File: src/sv/dssc_pkg.sv
`timescale 1ns / 1ps
// ----------------------------------------------------------------------------
// dssc_pkg
// Shared types, constants and fixed-point helpers of the dual servo slew
// controller.
// ----------------------------------------------------------------------------
package dssc_pkg;

    localparam int ANGLE_W = 15;
    localparam int PULSE_W = 12;

    localparam logic ACT_TICK = 1'b0;
    localparam logic ACT_SET  = 1'b1;

    localparam logic [ANGLE_W-1:0] ANGLE_RESET  = 15'd9000;
    localparam logic [ANGLE_W-1:0] NOD_DIST     = 15'd200;
    localparam logic [ANGLE_W-1:0] STEP_DIST    = 15'd50;
    localparam logic [6:0]         NOD_CHANCE   = 7'd10;
    localparam logic [7:0]         NOD_BASE     = 8'd85;
    localparam logic [7:0]         M0_BASE      = 8'd30;
    localparam logic [8:0]         A0_MAX       = 9'd180;
    localparam logic [8:0]         A1_MIN       = 9'd80;
    localparam logic [8:0]         A1_MAX       = 9'd125;
    localparam logic [PULSE_W-1:0] PULSE_BASE   = 12'd500;

    typedef struct packed {
        logic               upd_a;
        logic               upd_b;
        logic [ANGLE_W-1:0] cur_a;
        logic [ANGLE_W-1:0] cur_b;
    } step_res_t;

    // Whole degrees from hundredths, exact for every 15-bit input.
    function automatic logic [8:0] div100(input logic [ANGLE_W-1:0] x);
        logic [29:0] p;
        p = 30'(x) * 30'd20972;
        return p[29:21];
    endfunction

    // Pulse width 500 + floor(m * 2000 / 180), exact for m up to 255.
    function automatic logic [PULSE_W-1:0] pulse_of_m(input logic [7:0] m);
        logic [14:0] z;
        logic [28:0] p;
        z = 15'(m) * 15'd100;
        p = 29'(z) * 29'd14564;
        return PULSE_BASE + p[28:17];
    endfunction

endpackage

File: src/sv/dual_servo_slew_controller.sv
`timescale 1ns / 1ps
// ----------------------------------------------------------------------------
// Result path: a tick word passes the input register, the step register and
// the result register in turn; set-target words give none.
// Throughput: one word per cycle, limited only by the result handshake.
// Reset: both channels' current and target angles return to 90.00 degrees.
// ----------------------------------------------------------------------------
// dual_servo_slew_controller
// Two-channel servo slew controller with a three-register pipeline.
// ----------------------------------------------------------------------------
module dual_servo_slew_controller
    import dssc_pkg::*;
(
    input  logic               aclk,
    input  logic               aresetn,
    input  logic               s_valid,
    output logic               s_ready,
    input  logic               s_action,
    input  logic [1:0]         s_index,
    input  logic [7:0]         s_angle,
    input  logic [6:0]         s_nod_chance,
    input  logic [5:0]         s_nod_offset,
    input  logic [2:0]         s_speed_draw_a,
    input  logic [2:0]         s_speed_draw_b,
    output logic               m_valid,
    input  logic               m_ready,
    output logic [PULSE_W-1:0] m_pulse_a,
    output logic [PULSE_W-1:0] m_pulse_b,
    output logic               m_update_a,
    output logic               m_update_b
);

    logic        in_valid_reg, mid_valid_reg, out_valid_reg;
    logic        action_reg;
    logic [1:0]  index_reg;
    logic [7:0]  angle_reg;
    logic [6:0]  chance_reg;
    logic [5:0]  offset_reg;
    logic [2:0]  da_reg, db_reg;
    step_res_t   step_res, mid_reg;
    logic [PULSE_W-1:0] pulse_a, pulse_b;
    logic        out_free, mid_free, in_adv, tick_adv;

    assign out_free = !out_valid_reg || m_ready;
    assign mid_free = !mid_valid_reg || out_free;
    assign in_adv   = in_valid_reg && ((action_reg == ACT_SET) || mid_free);
    assign tick_adv = in_adv && (action_reg == ACT_TICK);
    assign s_ready  = !in_valid_reg || in_adv;

    dssc_step u_step (
        .aclk         (aclk),
        .aresetn      (aresetn),
        .en           (in_adv),
        .action       (action_reg),
        .index        (index_reg),
        .angle        (angle_reg),
        .nod_chance   (chance_reg),
        .nod_offset   (offset_reg),
        .speed_draw_a (da_reg),
        .speed_draw_b (db_reg),
        .res          (step_res)
    );

    dssc_pulse u_pulse (
        .res     (mid_reg),
        .pulse_a (pulse_a),
        .pulse_b (pulse_b)
    );

    always_ff @(posedge aclk) begin
        if (!aresetn) begin
            in_valid_reg  <= 1'b0;
            mid_valid_reg <= 1'b0;
            out_valid_reg <= 1'b0;
        end else begin
            if (s_ready) begin
                in_valid_reg <= s_valid;
            end
            if (mid_free) begin
                mid_valid_reg <= tick_adv;
            end
            if (out_free) begin
                out_valid_reg <= mid_valid_reg;
            end
        end
    end

    always_ff @(posedge aclk) begin
        if (s_ready && s_valid) begin
            action_reg <= s_action;
            index_reg  <= s_index;
            angle_reg  <= s_angle;
            chance_reg <= s_nod_chance;
            offset_reg <= s_nod_offset;
            da_reg     <= s_speed_draw_a;
            db_reg     <= s_speed_draw_b;
        end
        if (mid_free && tick_adv) begin
            mid_reg <= step_res;
        end
        if (out_free && mid_valid_reg) begin
            m_pulse_a  <= pulse_a;
            m_pulse_b  <= pulse_b;
            m_update_a <= mid_reg.upd_a;
            m_update_b <= mid_reg.upd_b;
        end
    end

    assign m_valid = out_valid_reg;

`ifndef SYNTH
    a_idle_pulse_a: assert property (@(posedge aclk) disable iff (!aresetn)
        m_valid && !m_update_a |-> m_pulse_a == '0)
        else $error("pulse_a nonzero without an update");

    a_range_pulse_b: assert property (@(posedge aclk) disable iff (!aresetn)
        m_valid && m_update_b |-> m_pulse_b >= 12'd1388 && m_pulse_b <= 12'd1888)
        else $error("pulse_b outside its clamped range");

    a_stall_holds: assert property (@(posedge aclk) disable iff (!aresetn)
        !s_ready |-> in_valid_reg && action_reg == ACT_TICK && mid_valid_reg)
        else $error("input stalled without a pending tick");
`endif

endmodule

File: src/sv/dssc_step.sv
`timescale 1ns / 1ps
// ----------------------------------------------------------------------------
// dssc_step
// Angle state of both channels, target loads, the random nod of channel 1
// and the slew step toward each target.
// ----------------------------------------------------------------------------
module dssc_step
    import dssc_pkg::*;
(
    input  logic              aclk,
    input  logic              aresetn,
    input  logic              en,
    input  logic              action,
    input  logic [1:0]        index,
    input  logic [7:0]        angle,
    input  logic [6:0]        nod_chance,
    input  logic [5:0]        nod_offset,
    input  logic [2:0]        speed_draw_a,
    input  logic [2:0]        speed_draw_b,
    output step_res_t         res
);

    logic [ANGLE_W-1:0] cur_a_reg, cur_b_reg, tgt_a_reg, tgt_b_reg;
    logic [ANGLE_W-1:0] cur_a_next, cur_b_next, tgt_a_next, tgt_b_next;
    logic [ANGLE_W-1:0] dist_a, dist_b, tgt_b_eff, set_val;
    logic [6:0]         speed_a, speed_b;
    logic               nod, move_a, move_b;

    function automatic logic [ANGLE_W-1:0] slew(input logic [ANGLE_W-1:0] cur,
                                                input logic [ANGLE_W-1:0] tgt,
                                                input logic [6:0] spd);
        logic [ANGLE_W:0] up;
        up = {1'b0, cur} + 16'(spd);
        if (cur < tgt) begin
            return (up > {1'b0, tgt}) ? tgt : up[ANGLE_W-1:0];
        end else begin
            return ((cur - tgt) > 15'(spd)) ? (cur - 15'(spd)) : tgt;
        end
    endfunction

    always_comb begin
        set_val   = 15'(angle) * 15'd100;
        dist_a    = (cur_a_reg > tgt_a_reg) ? (cur_a_reg - tgt_a_reg)
                                            : (tgt_a_reg - cur_a_reg);
        nod       = (dist_a > NOD_DIST) && (nod_chance < NOD_CHANCE);
        tgt_b_eff = nod ? (15'(8'(nod_offset) + NOD_BASE) * 15'd100) : tgt_b_reg;
        dist_b    = (cur_b_reg > tgt_b_eff) ? (cur_b_reg - tgt_b_eff)
                                            : (tgt_b_eff - cur_b_reg);
        move_a    = dist_a > STEP_DIST;
        move_b    = dist_b > STEP_DIST;
        speed_a   = 7'd36 + 7'(speed_draw_a) * 7'd12;
        speed_b   = 7'd30 + 7'(speed_draw_b) * 7'd10;

        res.upd_a = move_a;
        res.upd_b = move_b;
        res.cur_a = move_a ? slew(cur_a_reg, tgt_a_reg, speed_a) : cur_a_reg;
        res.cur_b = move_b ? slew(cur_b_reg, tgt_b_eff, speed_b) : cur_b_reg;

        cur_a_next = cur_a_reg;
        cur_b_next = cur_b_reg;
        tgt_a_next = tgt_a_reg;
        tgt_b_next = tgt_b_reg;
        if (en) begin
            if (action == ACT_SET) begin
                if (index == 2'd0) begin
                    tgt_a_next = set_val;
                end
                if (index == 2'd1) begin
                    tgt_b_next = set_val;
                end
            end else begin
                tgt_b_next = tgt_b_eff;
                cur_a_next = res.cur_a;
                cur_b_next = res.cur_b;
            end
        end
    end

    always_ff @(posedge aclk) begin
        if (!aresetn) begin
            cur_a_reg <= ANGLE_RESET;
            cur_b_reg <= ANGLE_RESET;
            tgt_a_reg <= ANGLE_RESET;
            tgt_b_reg <= ANGLE_RESET;
        end else begin
            cur_a_reg <= cur_a_next;
            cur_b_reg <= cur_b_next;
            tgt_a_reg <= tgt_a_next;
            tgt_b_reg <= tgt_b_next;
        end
    end

endmodule

File: src/sv/dssc_pulse.sv
`timescale 1ns / 1ps
// ----------------------------------------------------------------------------
// dssc_pulse
// Maps the stepped angle of each moved channel to its PWM pulse width.
// ----------------------------------------------------------------------------
module dssc_pulse
    import dssc_pkg::*;
(
    input  step_res_t          res,
    output logic [PULSE_W-1:0] pulse_a,
    output logic [PULSE_W-1:0] pulse_b
);

    logic [8:0]  deg_a, deg_b, clip_a, clip_b;
    logic [17:0] third;
    logic [7:0]  m_a, m_b;

    always_comb begin
        deg_a  = div100(res.cur_a);
        deg_b  = div100(res.cur_b);
        clip_a = (deg_a > A0_MAX) ? A0_MAX : deg_a;
        // Two thirds of the angle by reciprocal multiply, exact below 256.
        third  = 18'({clip_a[7:0], 1'b0}) * 18'd342;
        m_a    = M0_BASE + third[17:10];
        clip_b = (deg_b < A1_MIN) ? A1_MIN : ((deg_b > A1_MAX) ? A1_MAX : deg_b);
        m_b    = clip_b[7:0];
        pulse_a = res.upd_a ? pulse_of_m(m_a) : '0;
        pulse_b = res.upd_b ? pulse_of_m(m_b) : '0;
    end

endmodule
File: config.mk
export PLATFORM = sky130hd
export DESIGN_NAME = dual_servo_slew_controller
export DESIGN_NICKNAME = d
export VERILOG_FILES = /design/src/sv/dssc_pkg.sv /design/src/sv/dual_servo_slew_controller.sv /design/src/sv/dssc_step.sv /design/src/sv/dssc_pulse.sv
export SDC_FILE = /design/constraint.sdc
export NUM_CORES = 1
export LEC_CHECK = 0
export BUFFER_PORTS_ARGS = -buffer_cell sky130_fd_sc_hd__buf_2
export CAP_MARGIN = 5
export CORE_MARGIN = 2
export CORE_UTILIZATION = 45
export DETAILED_ROUTE_END_ITERATION = 8
export GPL_TIMING_DRIVEN = 0
export SETUP_SLACK_MARGIN = 0.3
export SLEW_MARGIN = 20
export SYNTH_ARGS = -nofsm -noshare
export SYNTH_HDL_FRONTEND = slang
export SYNTH_SLANG_ARGS = --single-unit
File: constraint.sdc
create_clock -name aclk -period 20.7 [get_ports aclk]
set_clock_uncertainty 0.05 [all_clocks]
set_input_delay 4.14 -clock aclk [delete_from_list [all_inputs] [get_ports aclk]]
set_output_delay 4.14 -clock aclk [all_outputs]
set_load 0.1 [all_outputs]
* Word level (Yosys, flattened, before mapping)
Cells that the tools add are included.
** Word-level totals
- Register bits :: 149
- Input bits :: 34
- Output and inout bits :: 28
- Word-level logic and storage cells :: 98
** Operators by class
- Add/subtract/negate cells :: 14
- Multipliers :: 11
- $lt $le $gt $ge :: 15
- Eq/ne operators :: 2
- Multiplexer cells :: 16
- Bitwise gates (word level) :: 1
- Reductions and logical operators :: 17
** Operators by type and width (count)
- 15-bit two-way mux :: 13
- 15-bit subtractor :: 4
- 15-bit by 13-bit multiplier with 28-bit output, second input constant :: 2
- 13-bit by 12-bit multiplier with 25-bit output, second input constant :: 2
- 8-bit by 5-bit multiplier with 13-bit output, second input constant :: 3
- 15-bit by 7-bit adder with 16-bit output :: 2
- 16-bit by 15-bit > comparator with 1-bit output :: 2
- 15-bit > comparator :: 2
- 15-bit by 6-bit > comparator with 1-bit output, second input constant :: 2
- 15-bit by 7-bit > comparator with 1-bit output :: 2
- 15-bit < comparator :: 2
- 15-bit by 7-bit subtractor with 15-bit output :: 2
- 9-bit by 12-bit adder with 12-bit output, first input constant :: 2
- 8-bit two-way mux :: 3
- 8-bit by 8-bit multiplier with 16-bit output, second input constant :: 1
- 15-bit by 8-bit > comparator with 1-bit output, second input constant :: 1
- 15-bit by 5-bit multiplier with 13-bit output, second input constant :: 1
- 9-bit by 7-bit > comparator with 1-bit output, second input constant :: 1
- 9-bit by 8-bit > comparator with 1-bit output, second input constant :: 1
- 9-bit by 7-bit < comparator with 1-bit output, second input constant :: 1
- 5-bit by 8-bit adder with 8-bit output, first input constant :: 1
- 6-bit by 7-bit adder with 8-bit output, second input constant :: 1
- 5-bit by 7-bit adder with 7-bit output, first input constant :: 1
- 6-bit by 7-bit adder with 7-bit output, first input constant :: 1
- other kinds (12) :: 23

* Logic depth before layout (Yosys ltp)
Gate-level depths: netlist of run 1.
- Depth after elaboration :: 10
- Gate-level depth with buffers :: 75
- Mapped depth without buffers :: 75

* By module
A second synthesis of run 1 with hierarchy kept.
** Unflattened totals
- Cell total of the unflattened synthesis :: 3206
- Area total of the unflattened synthesis :: 28730.1 µm²
** Modules (own cells, without submodules)
- dssc_pulse :: times used 1, cells each 1670, area each 15300.9 µm², sequential area each 0.0 µm²
- dssc_step :: times used 1, cells each 1432, area each 10625.2 µm², sequential area each 1161.1 µm²
- dual_servo_slew_controller :: times used 1, cells each 104, area each 2803.9 µm², sequential area each 2702.6 µm²

* Least setup slack after synthesis of run 1
Ideal clock, no wire load.
- Path kind :: register to register
- Start point :: register mid_reg[23] (netlist name)
- End point :: register m_pulse_a[11], data pin
- Library setup time :: 255 ps
- Data arrival time :: 16810 ps
- Required time :: 20395 ps
- Setup slack :: 3586 ps
- Stages on the path, launching flop included :: 72
- Buffers on the path :: 1
- Period minus slack after synthesis :: 17114 ps
- Cells stage by stage :: edfxtp_1 -> ha_1 -> inv_1 -> fa_1 -> inv_1 -> fa_1 -> inv_1 -> fa_1 -> fa_1 -> inv_1 -> ha_1 -> nand4_2 -> nor4_1 -> a211oi_1 -> a21bo_1 -> a221o_1 -> and3_4 -> o41ai_4 -> (+36 left out) -> ha_1 -> inv_1 -> fa_1 -> inv_1 -> fa_1 -> ha_1 -> ha_1 -> or2_2 -> a21oi_1 -> nor2_1 -> and3_1 -> or2_1 -> a41o_1 -> nor2_1 -> xnor2_1 -> nor3_1 -> xnor3_1 -> and2_1
** On the way
- Cells in the longest elaborated chain, start to end :: 8
** RTL lines
- start, declared :: line dual_servo_slew_controller.sv:40 : step_res_t step_res, mid_reg;
- start signal, assigned :: line dual_servo_slew_controller.sv:99 : mid_reg <= step_res;
- 15-bit by 13-bit multiplier with 28-bit output * :: line dssc_pkg.sv:36 : p = 30'(x) * 30'd20972;
- 9-bit by 8-bit > comparator with 1-bit output :: line dssc_pulse.sv:21 : clip_a = (deg_a > A0_MAX) ? A0_MAX : deg_a;
- 8-bit two-way mux * :: line dssc_pulse.sv:21
- 8-bit by 8-bit multiplier with 16-bit output * :: line dssc_pulse.sv:23 : third = 18'({clip_a[7:0], 1'b0}) * 18'd342;
- 5-bit by 8-bit adder with 8-bit output * :: line dssc_pulse.sv:24 : m_a = M0_BASE + third[17:10];
- 8-bit by 5-bit multiplier with 13-bit output * :: line dssc_pkg.sv:44 : z = 15'(m) * 15'd100;
- 13-bit by 12-bit multiplier with 25-bit output * :: line dssc_pkg.sv:45 : p = 29'(z) * 29'd14564;
- 9-bit by 12-bit adder with 12-bit output * :: line dssc_pkg.sv:46 : return PULSE_BASE + p[28:17];
- end signal, assigned :: line dual_servo_slew_controller.sv:102 : m_pulse_a <= pulse_a;
- end, declared :: line dual_servo_slew_controller.sv:27 : output logic [PULSE_W-1:0] m_pulse_a,
Every way passes the cells marked *; elsewhere a longest branch is shown, timed or not.
A chain may end at the register's enable or synchronous reset.

* Final worst setup path of run 1
- Start point :: register mid_reg[23] (netlist name)
- End point :: register m_pulse_a[10], data pin
Same word-level chain as after synthesis.

==> key figures, run 1 <==
Status
  – Outcome: finished clean

Min path
  – Hold Crit Depth: 2
  – HP Class: reg2reg
  – Min-Delay Startpoint: u_step.tgt_b_reg[4]
  – Hold Crit Endpoint: u_step.tgt_b_reg[4]

Job
  – Max Cap Violations: 0

Timing
  – Slew HR: 33.0%
  – Slew at the pin closest to its max-slew limit: 1.00 ns
  – Hold Vio Cnt, Final: 0
  – Final period util: 92.6%
  – Fmax: 52.2 MHz
  – Max Slew Vio Count: 0
  – Setup TNS: 0 ns
  – Final setup fails: 0
  – Min Clock Period, post-route: 19.17 ns
  – RSZ-0062 raised after global routing: no

Clocking
  – Clock sinks: 148
  – CTS tree: done
  – CTS max path bufs: 2
  – Total CTS buffers: 17
  – CTS clk-pin slew, worst paths: 0.07 ns
  – Worst-Skew Late Latency: 0.47 ns
  – H-tree depth: 4
  – CTS Hold Bufs: 0
  – Root Driver: clkbuf_16

Logic synthesis
  – Synth top cells by count: 622 x ha_1, 577 x inv_1, 230 x fa_1
  – FFs w/ async S/R, synth: 0%
  – Ys Warns: 0
  – Prevailing post-synth register cell: edfxtp_1
  – Yosys cell types: 99
  – Top post-synthesis cells by area: ha_1 28%, fa_1 16%, edfxtp_1 9.3%, inv_1 7.7%, dfxtp_1 4.3%
  – Leading area contributor after synthesis: ha_1
  – Register bit total from synthesis: 148
  – Post-synth EDFFs: 87
  – Most frequent cell after synthesis: ha_1
  – Post-Syn Area: 0.0282 mm2
  – Synth Instances: 3150
  – Syn Area/Cell: 8.94 um2
  – Register area share after synthesis: 13.6%
  – Yosys top cell area share: 27.6%

Routing
  – Routed Antenna Nets: 0
  – Drt drc: 0
  – Top layer in use: met4
  – Wire per inst: 17.1 um
  – WL met1: 32100 um
  – Metal3 WL: 2630 um
  – Final WL: 69800 um
  – Routed vias/inst: 5.47
  – Vias: 22.3k
  – Iter 0 DRT Violations: 1263
  – DR pass1 iterations: 7
  – WL met2: 32900 um

Floorplanning
  – Ports: 62
  – Die Y: 254 um
  – Initial Utilization: 45.6%
  – Die width: 254 um
  – FP Rows: 91
  – Area of the die: 0.0646 mm2
  – Core box area: 0.0618 mm2

Critical path
  – Most frequent CP cell: fa_1
  – Worst r2r dst: m_pulse_a[10]
  – Worst path max stage delay: 0.59 ns
  – Crit path DAT: 19.44 ns
  – Kind of critical path: reg2reg
  – Crit start category: flop
  – Reg2reg path depth: 70
  – Reg2reg start: mid_reg[23]
  – CP Buf/Inv Count: 10
  – Worst setup EP type: flop
  – WP data required: 20.98 ns
  – Crit Path Max Fanout: 9
  – Cell family with most CP delay: adder cells
  – CP max stage cell: o41ai_4
  – R2r setup slk: 1.53 ns

Global routing
  – Vias in the first global route: 22.5k
  – Largest net degree at the start of global routing: 40
  – Initial antenna violation count: 0
  – GR Util All Layers: 22.2%
  – First-pass GRT wire length: 115000 um
  – Overflow after GRT: 0

Finish
  – Nets: 4122
  – Layout overhead on the synthesized area: 7.12%
  – Max reg flops: 32
  – Share of cells above drive strength 1: 4.74%
  – Antenna diode count: 0

Place
  – Post-DP HPWL: 60200 um
  – GP Congestion: 0.953
  – Port bufs: 60
-- area by class of cell --
| class | instances | area [um2] |
|---|---|---|
| fillers | 5935 | 31700 |
| multi-input cells | 2344 | 21900 |
| flip-flops and latches | 148 | 3830 |
| inverters | 585 | 2200 |
| well taps | 837 | 1050 |
| clock buffers | 17 | 425 |
| repair buffers | 62 | 340 |
| plain buffers | 78 | 295 |
| clock inverters | 15 | 141 |
-- how the worst max path moves through the flow --
stage | from | end | slack [ns] | cells past startpoint
after floorplan | mid_reg[23] | m_pulse_a[11] | 3.59 | 71
after global routing | mid_reg[25] | m_pulse_a[10] | 0.35 | 71
after detailed placement | mid_reg[23] | m_pulse_a[10] | 1.47 | 72
final | mid_reg[23] | m_pulse_a[10] | 1.53 | 70
after CTS | mid_reg[25] | m_pulse_a[10] | 1.41 | 72
after global placement | mid_reg[23] | m_pulse_a[11] | 1.76 | 71
-- metrics by stage --
stage,hold slack (ns),cells,area (um2),utilization [%],setup WS [ns]
after floorplan,0.374,3155,28200,-,3.59
after global placement,0.398,4052,29500,47.8,1.76
after detailed placement,0.411,4054,29600,47.9,1.47
after CTS,0.424,4086,30200,48.8,1.41
after global routing,0.462,4086,30200,48.8,0.349
final,0.428,4086,30200,48.8,1.53
-- layer usage --
metal | vias up | GRT usage, %
li1 | 11000 | -
met1 | 10800 | 29.7
met2 | 461 | 37.2
met3 | 109 | 2.67
met4 | 0 | 7.75
met5 | - | 0
-- logic make-up after synthesis --
logic type	synth area share, %
compound gates	16.4
flops	13.6
xor+xnor	5.73
simple gates	10.5
other cells	0.0267
fa+ha+maj	44.0
buf+inv	8.84
mux	0.800
-- layout by cell type (no fill, tap or decap), drive strengths merged, types with 35 or more instances in the layout --
cell and n:
a21o 71, a21oi 188, buf 67, clkbuf 90
dfxtp 61, edfxtp 87, fa 230, ha 622
inv 584, nand2 137, nand3 41, nor2 143
nor3 64, o21a 35, o21ai 130, o21bai 40
xnor2 113, xor2 63
-- worst reg2reg max path: cells and delay by family, from the launching register on --
kind | cells | cell delay [ns]
fa+ha+maj | 18 | 7.22
compound gates | 17 | 5.21
simple gates | 18 | 3.30
xor+xnor | 5 | 1.26
buf+inv | 10 | 0.79
mux | 2 | 0.60
flops | 1 | 0.57
-- timing repair --
item                                    CTS  global route
endpoints found under the setup margin    0             1
gates resized for setup                   0             3
buffers inserted                          0             0
Power of run 1 is not shown: default switching activity piles up to over one toggle a cycle in this logic, so the estimate is an artifact.
==> inputs of run 2 (changes only) <==
--- a/config.mk
+++ b/config.mk
@@ -7,7 +7,6 @@
 export LEC_CHECK = 0
 export BUFFER_PORTS_ARGS = -buffer_cell sky130_fd_sc_hd__buf_2
 export CAP_MARGIN = 5
-export CORE_MARGIN = 2
 export CORE_UTILIZATION = 45
 export DETAILED_ROUTE_END_ITERATION = 8
 export GPL_TIMING_DRIVEN = 0
==> run 2 against run 1 <==
First-iteration DRC count decreased by 1.7%; routed wire length about the same; maximum frequency up 0.20%; worst hold slack lost 0.023 ns; highest routed layer unchanged.
==> key figures, run 2 (synthesis results as in run 1) <==
Status
  – Outcome: finished clean

Routing
  – DR pass1 iterations: 5 (-2)
  – Routed Antenna Nets: 0 (unchanged)
  – Final WL: 69800 um (about the same)
  – Wire per inst: 17.1 um (about the same)
  – Routed vias/inst: 5.43 (-0.68%)
  – Vias: 22.2k (-0.68%)
  – Drt drc: 0 (unchanged)
  – Iter 0 DRT Violations: 1242 (-1.7%)

Timing
  – Hold Vio Cnt, Final: 0 (unchanged)
  – Min Clock Period, post-route: 19.13 ns (-0.0380 ns)
  – Max Slew Vio Count: 0 (unchanged)
  – RSZ-0062 raised after global routing: no
  – Slew at the pin closest to its max-slew limit: 1.06 ns (+0.0640 ns)
  – Setup TNS: 0 ns (unchanged)
  – Fmax: 52.3 MHz (+0.20%)
  – Slew HR: 28.6% (-4.4 points)
  – Final period util: 92.4% (-0.18 points)
  – Final setup fails: 0 (unchanged)

Critical path
  – Reg2reg path depth: 71 (+1.4%)
  – Crit path DAT: 19.34 ns (-0.10 ns)
  – Cell family with most CP delay: adder cells
  – Crit. path cell count: 71 (+1.4%)
  – Crit Path Max Fanout: 9 (unchanged)
  – Worst setup EP type: flop
  – Most frequent CP cell: inv_1
  – CP max stage cell: o41ai_4
  – Kind of critical path: reg2reg
  – Crit start category: flop
  – WP data required: 20.91 ns (-0.07 ns)
  – Worst path max stage delay: 0.64 ns (+0.05 ns)
  – CP Buf/Inv Count: 12 (+2)

Clocking
  – H-tree depth: 4 (unchanged)
  – Clock sinks: 148 (unchanged)
  – CTS tree: done
  – CTS clk-pin slew, worst paths: 0.08 ns (about the same)
  – Root Driver: clkbuf_16
  – Worst-Skew Late Latency: 0.50 ns (+0.03 ns)
  – Total CTS buffers: 17 (unchanged)
  – CTS max path bufs: 2 (unchanged)

Min path
  – HP Class: reg2reg
  – Hold Crit Depth: 0 (-2)

Finish
  – Most common cell after layout, fill and taps aside: ha_1
  – Nets: 4122 (unchanged)
  – Fillers: 5905 (-0.51%)
  – Sequential Area: 0.00383 mm2 (unchanged)
  – Finished Layout Cells: 4086 (unchanged)
  – Antenna diode count: 0 (unchanged)
  – Share of cells above drive strength 1: 4.86% (+0.12 points)
  – Multi-input logic area: 0.0219 mm2 (about the same)
  – Commonest non-fill, non-tap cells in the layout: 622 x ha_1, 577 x inv_1, 230 x fa_1
  – Max reg flops: 32 (unchanged)
  – Layout overhead on the synthesized area: 7.37%

Place
  – Post-DP HPWL: 60100 um (about the same)
  – Placed cell count: 4054 (unchanged)
  – GP Congestion: 0.896 (-6.0%)
  – Port bufs: 60 (unchanged)

Global routing
  – Largest net degree at the start of global routing: 40 (unchanged)
  – Initial antenna violation count: 0 (unchanged)
  – GR Util All Layers: 22.7% (+0.51 points)
  – First-pass GRT wire length: 116000 um (+1.6%)
  – Overflow after GRT: 0 (unchanged)
  – Vias in the first global route: 23.0k (+2.3%)

Job
  – Max Cap Violations: 0 (unchanged)

Floorplanning
  – Ports: 62 (unchanged)
  – Core box area: 0.0618 mm2 (unchanged)
  – Die width: 252 um (-0.79%)
  – Die Y: 252 um (-0.79%)
  – Area of the die: 0.0636 mm2 (-1.6%)
  – Initial Utilization: 45.6% (unchanged)
  – FP Rows: 91 (unchanged)
[run 2: changes by cell type in the layout (fill, tap and decap cells not counted), moves of 3 or more]
cell	previous run	this run
clkinv_8	0	6
clkinvlp_4	4	0
inv_8	1	5
inv_6	6	3
[run 2: final cells by class]
| cell class | instances | share of cell area, % |
|---|---|---|
| multi-input combinational | 2344 | 72.4 |
| sequential | 148 | 12.7 |
| inverter | 585 | 7.26 |
| tap | 837 | 3.46 |
| clock buffer | 17 | 1.41 |
| timing repair buffer | 62 | 1.13 |
| buffer | 78 | 0.976 |
| clock inverter | 15 | 0.650 |
[run 2: metal layers]
metal,global-route usage (%),part of all wire [%],wire length (um),up-vias
met3,2.80,4.0,2800,83
met2,38.6,47,32800,462
met5,0,0,0,-
met1,30.6,47,32900,10600
li1,-,-,-,11000
met4,5.56,1.8,1290,0
[run 2: final timing paths]
kind,from,endpoint,slack [ns]
max,mid_reg[25],m_pulse_a[11],1.57
min,mid_reg[30],m_update_b,0.40
max reg2reg,mid_reg[25],m_pulse_a[11],1.57
min reg2reg,mid_reg[30],m_update_b,0.40
[run 2: repair_timing]
item	4_1_cts	5_1_grt
gates resized for setup	0	6
setup buffers	0	0
setup endpoints to repair	0	2
hold buffers	0	0
[run 2: metrics by stage]
stage | hold slack (ns) | instance area, um2 | setup slack (ns) | util [%]
6_report | 0.405 | 30200 | 1.57 | 48.9
5_1_grt | 0.442 | 30200 | 0.310 | 48.9
4_1_cts | 0.411 | 30200 | 1.23 | 48.9
3_5_place_dp | 0.395 | 29600 | 1.36 | 47.9
3_3_place_gp | 0.396 | 29500 | 1.59 | 47.8
2_1_floorplan | 0.374 | 28200 | 3.59 | -
Power of run 2 is left out for the same reason.
